File: src/hw/rtl/swcfa_pkg.sv
// -----------------------------------------------------------------------------
// swcfa_pkg
// Shared types and constants for the sliding window first-above block.
// -----------------------------------------------------------------------------
package swcfa_pkg;

   localparam int MAX_POSITIONS = 1024;
   localparam int ADDR_W        = $clog2(MAX_POSITIONS);
   localparam int VAL_W         = 11;
   localparam int CSR_ADDR_W    = 3;
   localparam int CSR_DATA_W    = 32;

   typedef logic [VAL_W-1:0]  val_type;
   typedef logic [ADDR_W-1:0] addr_type;

   // register index
   typedef enum logic {
      REG_WINDOW_LENGTH = 1'b0,
      REG_ACTIVE_COUNT  = 1'b1
   } reg_idx_type;

   // item action codes
   typedef enum logic {
      ACT_TOGGLE = 1'b0,
      ACT_QUERY  = 1'b1
   } action_type;

   typedef enum logic [2:0] {
      ST_CLEAR,
      ST_IDLE,
      ST_TOG_RD,
      ST_TOG_WR,
      ST_SCAN_RD,
      ST_SCAN_EV,
      ST_DONE
   } state_type;

   // marker memory control
   typedef struct packed {
      logic     we;
      addr_type waddr;
      logic     wdata;
      addr_type raddr_a;
      addr_type raddr_b;
   } ram_ctl_type;

endpackage

File: src/hw/rtl/swcfa_if.sv
// -----------------------------------------------------------------------------
// swcfa channel interfaces
// Valid/ready channels for request items and response items.
// -----------------------------------------------------------------------------
interface swcfa_req_if;
   logic               valid;
   logic               ready;
   logic               action;
   swcfa_pkg::val_type position;
   swcfa_pkg::val_type threshold;
   modport source (output valid, action, position, threshold, input ready);
   modport sink   (input valid, action, position, threshold, output ready);
endinterface

interface swcfa_rsp_if;
   logic               valid;
   logic               ready;
   logic               found;
   swcfa_pkg::val_type first_index;
   modport source (output valid, found, first_index, input ready);
   modport sink   (input valid, found, first_index, output ready);
endinterface

File: src/hw/rtl/swcfa_ram.sv
// -----------------------------------------------------------------------------
// swcfa_ram
// Marker bit memory: one write port, two registered read ports.
// -----------------------------------------------------------------------------
module swcfa_ram (
   input  logic                   clock,
   input  swcfa_pkg::ram_ctl_type ctl,
   output logic                   rdata_a,
   output logic                   rdata_b
);

   logic mem [swcfa_pkg::MAX_POSITIONS];
   logic rdata_a_ff;
   logic rdata_b_ff;

   always_ff @(posedge clock) begin
      if (ctl.we) begin
         mem[ctl.waddr] <= ctl.wdata;
      end
      rdata_a_ff <= mem[ctl.raddr_a];
      rdata_b_ff <= mem[ctl.raddr_b];
   end

   assign rdata_a = rdata_a_ff;
   assign rdata_b = rdata_b_ff;

endmodule

File: src/hw/rtl/sliding_window_count_first_above_top.sv
// -----------------------------------------------------------------------------
// sliding_window_count_first_above_top
// Marker row with windowed counts; answers first position above a threshold.
// -----------------------------------------------------------------------------
// Usage:
//  req_ch carries items: a toggle flips the marker at a position (no
//  response), a query returns on rsp_ch the first position in 1..active_count
//  whose window count exceeds the threshold, or found = 0.
//  csr_* is an APB-style port: window_length at 0x0, active_count at 0x4.
//  Write registers only while the block is idle.
//  A toggle holds the block while it is accepted, read and written back;
//  an out-of-range toggle is dropped and the next item can transfer at once.
//  A query walks the positions through one counter, each position taking
//  a memory read, then an add/compare; the walk stops at the position found
//  or, when none is found, after position active_count (at most 1024). The
//  next item can transfer as soon as the response register is loaded.
//  One item is in work at a time; req_ch.ready is high only when idle.
//  After reset a clearing pass zeroes the marker memory;
//  no item is accepted during it, register writes are.
//  The response sits in an output register; a stalled receiver holds a
//  finished query in the done state until the register frees up.
// -----------------------------------------------------------------------------
module sliding_window_count_first_above_top (
   input  logic                                 clock,
   input  logic                                 reset,
   swcfa_req_if.sink                            req_ch,
   swcfa_rsp_if.source                          rsp_ch,
   input  logic                                 csr_psel,
   input  logic                                 csr_penable,
   input  logic                                 csr_pwrite,
   input  logic [swcfa_pkg::CSR_ADDR_W-1:0]     csr_paddr,
   input  logic [swcfa_pkg::CSR_DATA_W-1:0]     csr_pwdata,
   output logic [swcfa_pkg::CSR_DATA_W-1:0]     csr_prdata,
   output logic                                 csr_pready
);

   localparam int VW = swcfa_pkg::VAL_W;
   localparam int AW = swcfa_pkg::ADDR_W;

   swcfa_pkg::state_type   state_ff, state_in;
   swcfa_pkg::val_type     wlen_ff, acnt_ff;
   swcfa_pkg::val_type     pos_ff, pos_in;
   swcfa_pkg::val_type     thr_ff, thr_in;
   swcfa_pkg::val_type     cnt_ff, cnt_in;
   swcfa_pkg::addr_type    clr_ff, clr_in;
   logic                   hit_ff, hit_in;
   logic                   rsp_valid_ff, rsp_valid_in;
   logic                   rsp_found_ff, rsp_found_in;
   swcfa_pkg::val_type     rsp_idx_ff, rsp_idx_in;
   swcfa_pkg::ram_ctl_type ram_ctl;
   logic                   rd_a, rd_b;
   logic                   csr_wr;
   swcfa_pkg::reg_idx_type csr_idx;
   swcfa_pkg::val_type     n_pos, d_len, pm1, pmd;
   logic                   tail_on, rsp_free, req_xfer;
   swcfa_pkg::val_type     cnt_next;

   // register port
   assign csr_pready = 1'b1;
   assign csr_idx    = swcfa_pkg::reg_idx_type'(csr_paddr[2]);
   assign csr_wr     = csr_psel & csr_penable & csr_pwrite;

   always_comb begin
      csr_prdata = '0;
      unique case (csr_idx)
         swcfa_pkg::REG_WINDOW_LENGTH: csr_prdata[VW-1:0] = wlen_ff;
         swcfa_pkg::REG_ACTIVE_COUNT:  csr_prdata[VW-1:0] = acnt_ff;
         default:                      csr_prdata = '0;
      endcase
   end

   always_ff @(posedge clock) begin
      if (reset) begin
         wlen_ff <= VW'(1);
         acnt_ff <= VW'(swcfa_pkg::MAX_POSITIONS);
      end else if (csr_wr) begin
         if (csr_idx == swcfa_pkg::REG_WINDOW_LENGTH) begin
            wlen_ff <= csr_pwdata[VW-1:0];
         end else begin
            acnt_ff <= csr_pwdata[VW-1:0];
         end
      end
   end

   // effective sizes and scan addresses
   assign n_pos   = (acnt_ff > VW'(swcfa_pkg::MAX_POSITIONS))
                    ? VW'(swcfa_pkg::MAX_POSITIONS) : acnt_ff;
   assign d_len   = (wlen_ff == '0) ? VW'(1) : wlen_ff;
   assign pm1     = pos_ff - VW'(1);
   assign pmd     = pos_ff - d_len - VW'(1);
   assign tail_on = pos_ff > d_len;
   assign cnt_next = cnt_ff + VW'(rd_a) - VW'(tail_on & rd_b);
   assign rsp_free = ~rsp_valid_ff | rsp_ch.ready;
   assign req_xfer = req_ch.valid & req_ch.ready;

   swcfa_ram u_ram (
      .clock   (clock),
      .ctl     (ram_ctl),
      .rdata_a (rd_a),
      .rdata_b (rd_b)
   );

   // next state
   always_comb begin
      state_in = state_ff;
      unique case (state_ff)
         swcfa_pkg::ST_CLEAR: begin
            if (clr_ff == '1) state_in = swcfa_pkg::ST_IDLE;
         end
         swcfa_pkg::ST_IDLE: begin
            if (req_xfer) begin
               if (req_ch.action == swcfa_pkg::ACT_QUERY) begin
                  state_in = swcfa_pkg::ST_SCAN_RD;
               end else if (req_ch.position >= VW'(1) && req_ch.position <= n_pos) begin
                  state_in = swcfa_pkg::ST_TOG_RD;
               end
            end
         end
         swcfa_pkg::ST_TOG_RD:  state_in = swcfa_pkg::ST_TOG_WR;
         swcfa_pkg::ST_TOG_WR:  state_in = swcfa_pkg::ST_IDLE;
         swcfa_pkg::ST_SCAN_RD: begin
            state_in = (pos_ff > n_pos) ? swcfa_pkg::ST_DONE : swcfa_pkg::ST_SCAN_EV;
         end
         swcfa_pkg::ST_SCAN_EV: begin
            state_in = (cnt_next > thr_ff) ? swcfa_pkg::ST_DONE : swcfa_pkg::ST_SCAN_RD;
         end
         swcfa_pkg::ST_DONE: begin
            if (rsp_free) state_in = swcfa_pkg::ST_IDLE;
         end
         default: state_in = swcfa_pkg::ST_CLEAR;
      endcase
   end

   // outputs and datapath
   always_comb begin
      ram_ctl         = '0;
      ram_ctl.raddr_a = pm1[AW-1:0];
      ram_ctl.raddr_b = pmd[AW-1:0];
      req_ch.ready    = 1'b0;
      pos_in          = pos_ff;
      thr_in          = thr_ff;
      cnt_in          = cnt_ff;
      hit_in          = hit_ff;
      clr_in          = clr_ff;
      rsp_valid_in    = rsp_valid_ff & ~rsp_ch.ready;
      rsp_found_in    = rsp_found_ff;
      rsp_idx_in      = rsp_idx_ff;
      unique case (state_ff)
         swcfa_pkg::ST_CLEAR: begin
            ram_ctl.we    = 1'b1;
            ram_ctl.waddr = clr_ff;
            ram_ctl.wdata = 1'b0;
            clr_in        = clr_ff + AW'(1);
         end
         swcfa_pkg::ST_IDLE: begin
            req_ch.ready = 1'b1;
            if (req_xfer) begin
               pos_in = (req_ch.action == swcfa_pkg::ACT_QUERY) ? VW'(1) : req_ch.position;
               thr_in = req_ch.threshold;
               cnt_in = '0;
               hit_in = 1'b0;
            end
         end
         swcfa_pkg::ST_TOG_RD: begin
         end
         swcfa_pkg::ST_TOG_WR: begin
            ram_ctl.we    = 1'b1;
            ram_ctl.waddr = pm1[AW-1:0];
            ram_ctl.wdata = ~rd_a;
         end
         swcfa_pkg::ST_SCAN_RD: begin
         end
         swcfa_pkg::ST_SCAN_EV: begin
            cnt_in = cnt_next;
            if (cnt_next > thr_ff) begin
               hit_in = 1'b1;
            end else begin
               pos_in = pos_ff + VW'(1);
            end
         end
         swcfa_pkg::ST_DONE: begin
            if (rsp_free) begin
               rsp_valid_in = 1'b1;
               rsp_found_in = hit_ff;
               rsp_idx_in   = hit_ff ? pos_ff : '0;
            end
         end
         default: begin
         end
      endcase
   end

   always_ff @(posedge clock) begin
      if (reset) begin
         state_ff     <= swcfa_pkg::ST_CLEAR;
         clr_ff       <= '0;
         rsp_valid_ff <= 1'b0;
      end else begin
         state_ff     <= state_in;
         clr_ff       <= clr_in;
         rsp_valid_ff <= rsp_valid_in;
      end
   end

   always_ff @(posedge clock) begin
      pos_ff       <= pos_in;
      thr_ff       <= thr_in;
      cnt_ff       <= cnt_in;
      hit_ff       <= hit_in;
      rsp_found_ff <= rsp_found_in;
      rsp_idx_ff   <= rsp_idx_in;
   end

   assign rsp_ch.valid       = rsp_valid_ff;
   assign rsp_ch.found       = rsp_found_ff;
   assign rsp_ch.first_index = rsp_idx_ff;

   // checks
   a_no_ready_in_clear: assert property (@(posedge clock) disable iff (reset)
      state_ff == swcfa_pkg::ST_CLEAR |-> !req_ch.ready)
      else $error("item accepted during clearing pass");

   a_notfound_zero: assert property (@(posedge clock) disable iff (reset)
      rsp_valid_ff && !rsp_found_ff |-> rsp_idx_ff == '0)
      else $error("not-found response with nonzero index");

   a_found_in_range: assert property (@(posedge clock) disable iff (reset)
      rsp_valid_ff && rsp_found_ff |-> rsp_idx_ff != '0)
      else $error("found response with zero index");

   a_no_write_in_scan: assert property (@(posedge clock) disable iff (reset)
      state_ff == swcfa_pkg::ST_SCAN_EV || state_ff == swcfa_pkg::ST_SCAN_RD
      |-> !ram_ctl.we)
      else $error("marker write during scan");

endmodule
File: src/flat_wrapper.sv
// flat-port wrapper written by rule: the top's interface ports become plain ports
module sliding_window_count_first_above_top_flat 
  (clock, reset, csr_psel, csr_penable, csr_pwrite, csr_paddr, csr_pwdata, csr_prdata, csr_pready, req_ch_valid, req_ch_action, req_ch_position, req_ch_threshold, req_ch_ready, rsp_ch_valid, rsp_ch_found, rsp_ch_first_index, rsp_ch_ready);
  swcfa_req_if req_ch_i ();
  swcfa_rsp_if rsp_ch_i ();
  input  logic clock;
  input  logic reset;
  input  logic csr_psel;
  input  logic csr_penable;
  input  logic csr_pwrite;
  input  logic [swcfa_pkg::CSR_ADDR_W-1:0] csr_paddr;
  input  logic [swcfa_pkg::CSR_DATA_W-1:0] csr_pwdata;
  output logic [swcfa_pkg::CSR_DATA_W-1:0] csr_prdata;
  output logic csr_pready;
  input wire logic [$bits(req_ch_i.valid)-1:0] req_ch_valid;
  input wire logic [$bits(req_ch_i.action)-1:0] req_ch_action;
  input wire logic [$bits(req_ch_i.position)-1:0] req_ch_position;
  input wire logic [$bits(req_ch_i.threshold)-1:0] req_ch_threshold;
  output wire logic [$bits(req_ch_i.ready)-1:0] req_ch_ready;
  output wire logic [$bits(rsp_ch_i.valid)-1:0] rsp_ch_valid;
  output wire logic [$bits(rsp_ch_i.found)-1:0] rsp_ch_found;
  output wire logic [$bits(rsp_ch_i.first_index)-1:0] rsp_ch_first_index;
  input wire logic [$bits(rsp_ch_i.ready)-1:0] rsp_ch_ready;
  assign req_ch_i.valid = req_ch_valid;
  assign req_ch_i.action = req_ch_action;
  assign req_ch_i.position = req_ch_position;
  assign req_ch_i.threshold = req_ch_threshold;
  assign req_ch_ready = req_ch_i.ready;
  assign rsp_ch_valid = rsp_ch_i.valid;
  assign rsp_ch_found = rsp_ch_i.found;
  assign rsp_ch_first_index = rsp_ch_i.first_index;
  assign rsp_ch_i.ready = rsp_ch_ready;
  sliding_window_count_first_above_top u_core (.clock(clock), .reset(reset), .req_ch(req_ch_i), .rsp_ch(rsp_ch_i), .csr_psel(csr_psel), .csr_penable(csr_penable), .csr_pwrite(csr_pwrite), .csr_paddr(csr_paddr), .csr_pwdata(csr_pwdata), .csr_prdata(csr_prdata), .csr_pready(csr_pready));
endmodule
File: config.mk
export PLATFORM = sky130hd
export DESIGN_NAME = sliding_window_count_first_above_top_flat
export DESIGN_NICKNAME = d
export VERILOG_FILES = /design/src/hw/rtl/swcfa_pkg.sv /design/src/hw/rtl/swcfa_if.sv /design/src/hw/rtl/swcfa_ram.sv /design/src/hw/rtl/sliding_window_count_first_above_top.sv /design/src/flat_wrapper.sv
export SDC_FILE = /design/constraint.sdc
export NUM_CORES = 2
export LEC_CHECK = 0
export BUFFER_PORTS_ARGS = -buffer_cell sky130_fd_sc_hd__buf_2
export CORE_UTILIZATION = 55
export CTS_CLUSTER_DIAMETER = 50
export DETAILED_ROUTE_END_ITERATION = 10
export PLACE_DENSITY = 0.71
export SLEW_MARGIN = 30
export SYNTH_ARGS = -nofsm -noshare
export SYNTH_HDL_FRONTEND = slang
export SYNTH_SLANG_ARGS = --single-unit
File: constraint.sdc
create_clock -name clock -period 34.4 [get_ports clock]
set_clock_uncertainty 0.1 [all_clocks]
set_input_delay 3.44 -clock clock [delete_from_list [all_inputs] [get_ports clock]]
set_output_delay 3.44 -clock clock [all_outputs]
set_load 0.1 [all_outputs]
==> results by group <==
Status
  – Status: completed

Layout
  – Area growth syn-to-layout: 9.32%
  – Design Area, Final: 63400 µm²
  – Fin nets: 4155
  – Layout cell share with drive strength beyond 1: 25.2%
  – Fillers: 7779
  – Register area: 32900 µm²
  – Diodes inserted: 0
  – Multi-input logic area: 23500 µm²
  – Most frequent cells in the layout: nor2_1, edfxtp_1, mux4_2
  – Core Util, Final: 61.0%
  – Commonest non-fill, non-tap cell in the layout: nor2_1

Timing
  – Worst-Margin Slew: 1.07 ns
  – Setup ws final: 26.44 ns
  – Achievable frequency: 126 MHz
  – Setup TNS: 0 ns
  – Min Clock Period, post-route: 7.96 ns
  – Worst slew margin: 28.4%
  – Slew Limit Fails: 0
  – Fin. Hold Viols: 0
  – Post-route clock period utilization: 23.1%
  – RSZ-0062 raised after global routing: no
  – Setup-failing EPs final: 0

Synth
  – Synth Instances: 4142
  – Ys async rst share: 0%
  – Seq cells post-synth: 1108
  – Netlist Area Pre-Place: 58000 µm²
  – Synthesis warning total: 0
  – Post-Synth Simple-Gate Area: 10.6%
  – Mux cell area share after synthesis: 24.3%
  – Main combinational cell family by area after synthesis: multiplexers
  – Unique cell type count in the Yosys netlist: 69
  – Xor-xnor portion of the synthesized cell area: 0.634%
  – Most area-consuming cells after synthesis: edfxtp_1, mux4_2, nor2_1
  – Most used DFF post-synth: edfxtp_1
  – Area fraction in compound gates after synthesis: 2.93%
  – Area leader, netlist: edfxtp_1
  – Top-area cell type share of the netlist area: 55.4%
  – Adder-Cell Fraction of Synth Area: 1.34%
  – Post-synth EDFFs: 1070
  – Mapped Avg Cell Area: 14.0 µm²
  – Sequential share of the synthesized area: 56.7%

Floorplan
  – Number of placed I/O pins: 112
  – Die area: 107000 µm²
  – # rows: 118
  – Die Width: 327 µm
  – Die extent in y: 327 µm
  – Total core area: 104000 µm²
  – Initial core utilization: 55.8%

Min path
  – Worst hold path class: flip-flop to flip-flop
  – Worst Hold Path Cells: 2

Worst setup path
  – Crit end category: output pin
  – Worst EP arrival: 4.42 ns
  – Worst r2r path cells: 25
  – Reg-to-reg slack, setup: 27.53 ns
  – CP required: 30.86 ns
  – CP startpoint kind: input port
  – Crit Path Class: input port to output pin
  – CP Max Fanout: 24

Clock tree
  – Max clock buf depth: 3
  – H-tree levels: 3
  – CTS resizes: 0
  – Clock Latency Late Sink: 0.74 ns
  – # hold bufs at CTS: 0
  – Reg clk slew, reported paths: 0.06 ns
  – CTS buffer count: 121
  – CTS root buf: clkbuf_16
  – Sink Count: 1108
  – CTS tree: done
  – Setup bufs post-CTS: 0

Global routing
  – Antenna violations before repair: 5
  – First-pass GRT wire length: 245000 µm
  – Pin count of the biggest net entering global routing: 274
  – GRT Total Usage: 31.8%
  – Vias in the first global route: 36900
  – Total gr overflow: 0

Power and ir drop
  – Total Power: 3.21 mW
  – Peak VDD IR: 0.0000423 V
  – Leak Pwr: 16.8 nW
  – PwrDens: 50.6 nW/µm²

Job
  – Max-cap violations: 0

Detailed routing
  – Initial DRC count: 5602
  – DRC: 0
  – Drt first pass iters: 6
  – ANT nets after route: 0
  – Vias/cell: 6.91
  – WL/cell: 30.7 µm
  – Vias: 38000
  – Routed wire length: 169000 µm

Place
  – Placed Area: 59300 µm²
  – Number of buffers added on ports: 66
  – Placement Setup Slack: 26.45 ns
  – Detailed-placement wirelength estimate: 92300 µm
  – Routability-driven placement congestion ratio: 0.891
[power by group]
part	switching [mW]	total, mW	internal, mW
Sequential	0.00980	1.48	1.47
Combinational	0.314	0.448	0.135
Clock	0.545	1.28	0.737
[flip-flops by register name (all words and copies together) (netlist names)]
register	cells
u_core.acnt_ff	11
u_core.clr_ff	10
u_core.cnt_ff	11
u_core.hit_ff	1
u_core.pos_ff	11
u_core.rsp_ch.first_index	11
u_core.rsp_ch.found	1
u_core.rsp_ch.valid	1
u_core.state_ff	3
u_core.thr_ff	11
u_core.u_ram.mem	1024
u_core.u_ram.rdata_a	1
u_core.u_ram.rdata_b	1
u_core.wlen_ff	11
[logic make-up after synthesis]
| logic type | after synthesis |
|---|---|
| mux | 663 |
| xor+xnor | 42 |
| buf+inv | 472 |
| simple gates | 1539 |
| fa+ha+maj | 61 |
| compound gates | 255 |
| flops | 1108 |
| other cells | 2 |
[routing by layer]
layer	routed length, µm	vias to the layer above	part of all wire (%)	track usage, %
met5	52	-	0.031	0
met4	9150	8	5.4	15.8
met3	23600	499	14	9.08
met2	77700	2751	46	48.9
met1	58300	19400	35	41.7
li1	-	15400	-	-
[through the flow]
stage               hold slack (ns)  std cells
floorplan                     0.340       4162
global placement              0.361       5281
detailed placement            0.365       5281
CTS                           0.372       5501
global route                  0.396       5506
finish                        0.375       5506
[final cells by class]
cell class	instances	share of cell area, %
Clock buffer	151	5.15
Clock inverter	69	0.960
Inverter	60	0.355
Multi-Input combinational cell	2582	37.1
Sequential cell	1108	51.8
Tap cell	1380	2.72
Timing Repair Buffer	156	1.87
[Yosys cell counts, drive strengths merged, types with 11 or more instances]
cell type	count
xor2	22
and3	13
clkbuf	259
o21ai	52
and2	25
a32oi	13
a22oi	12
mux2	17
mux4	596
dfxtp	38
nand4	16
xnor2	20
mux2i	50
nor2	1084
nor3	21
nand3	42
inv	60
edfxtp	1070
o21a	24
a21oi	69
nand2	284
buf	153
a31oi	11
ha	59
nand3b	12
[path summary, 6_finish.rpt]
| path | startpoint | end |
|---|---|---|
| setup / recovery | csr_paddr[2] | csr_prdata[0] |
| hold / removal | u_core.wlen_ff[3] | u_core.wlen_ff[3] |
| setup reg to reg | u_core.pos_ff[2] | u_core.pos_ff[3] |
| hold reg to reg | u_core.wlen_ff[3] | u_core.wlen_ff[3] |
[critical path, cell delays in order]
cell    delay (ns)
buf_2         0.31
mux2_2        0.38
buf_2         0.29
Power figures use the tool's default switching activity.
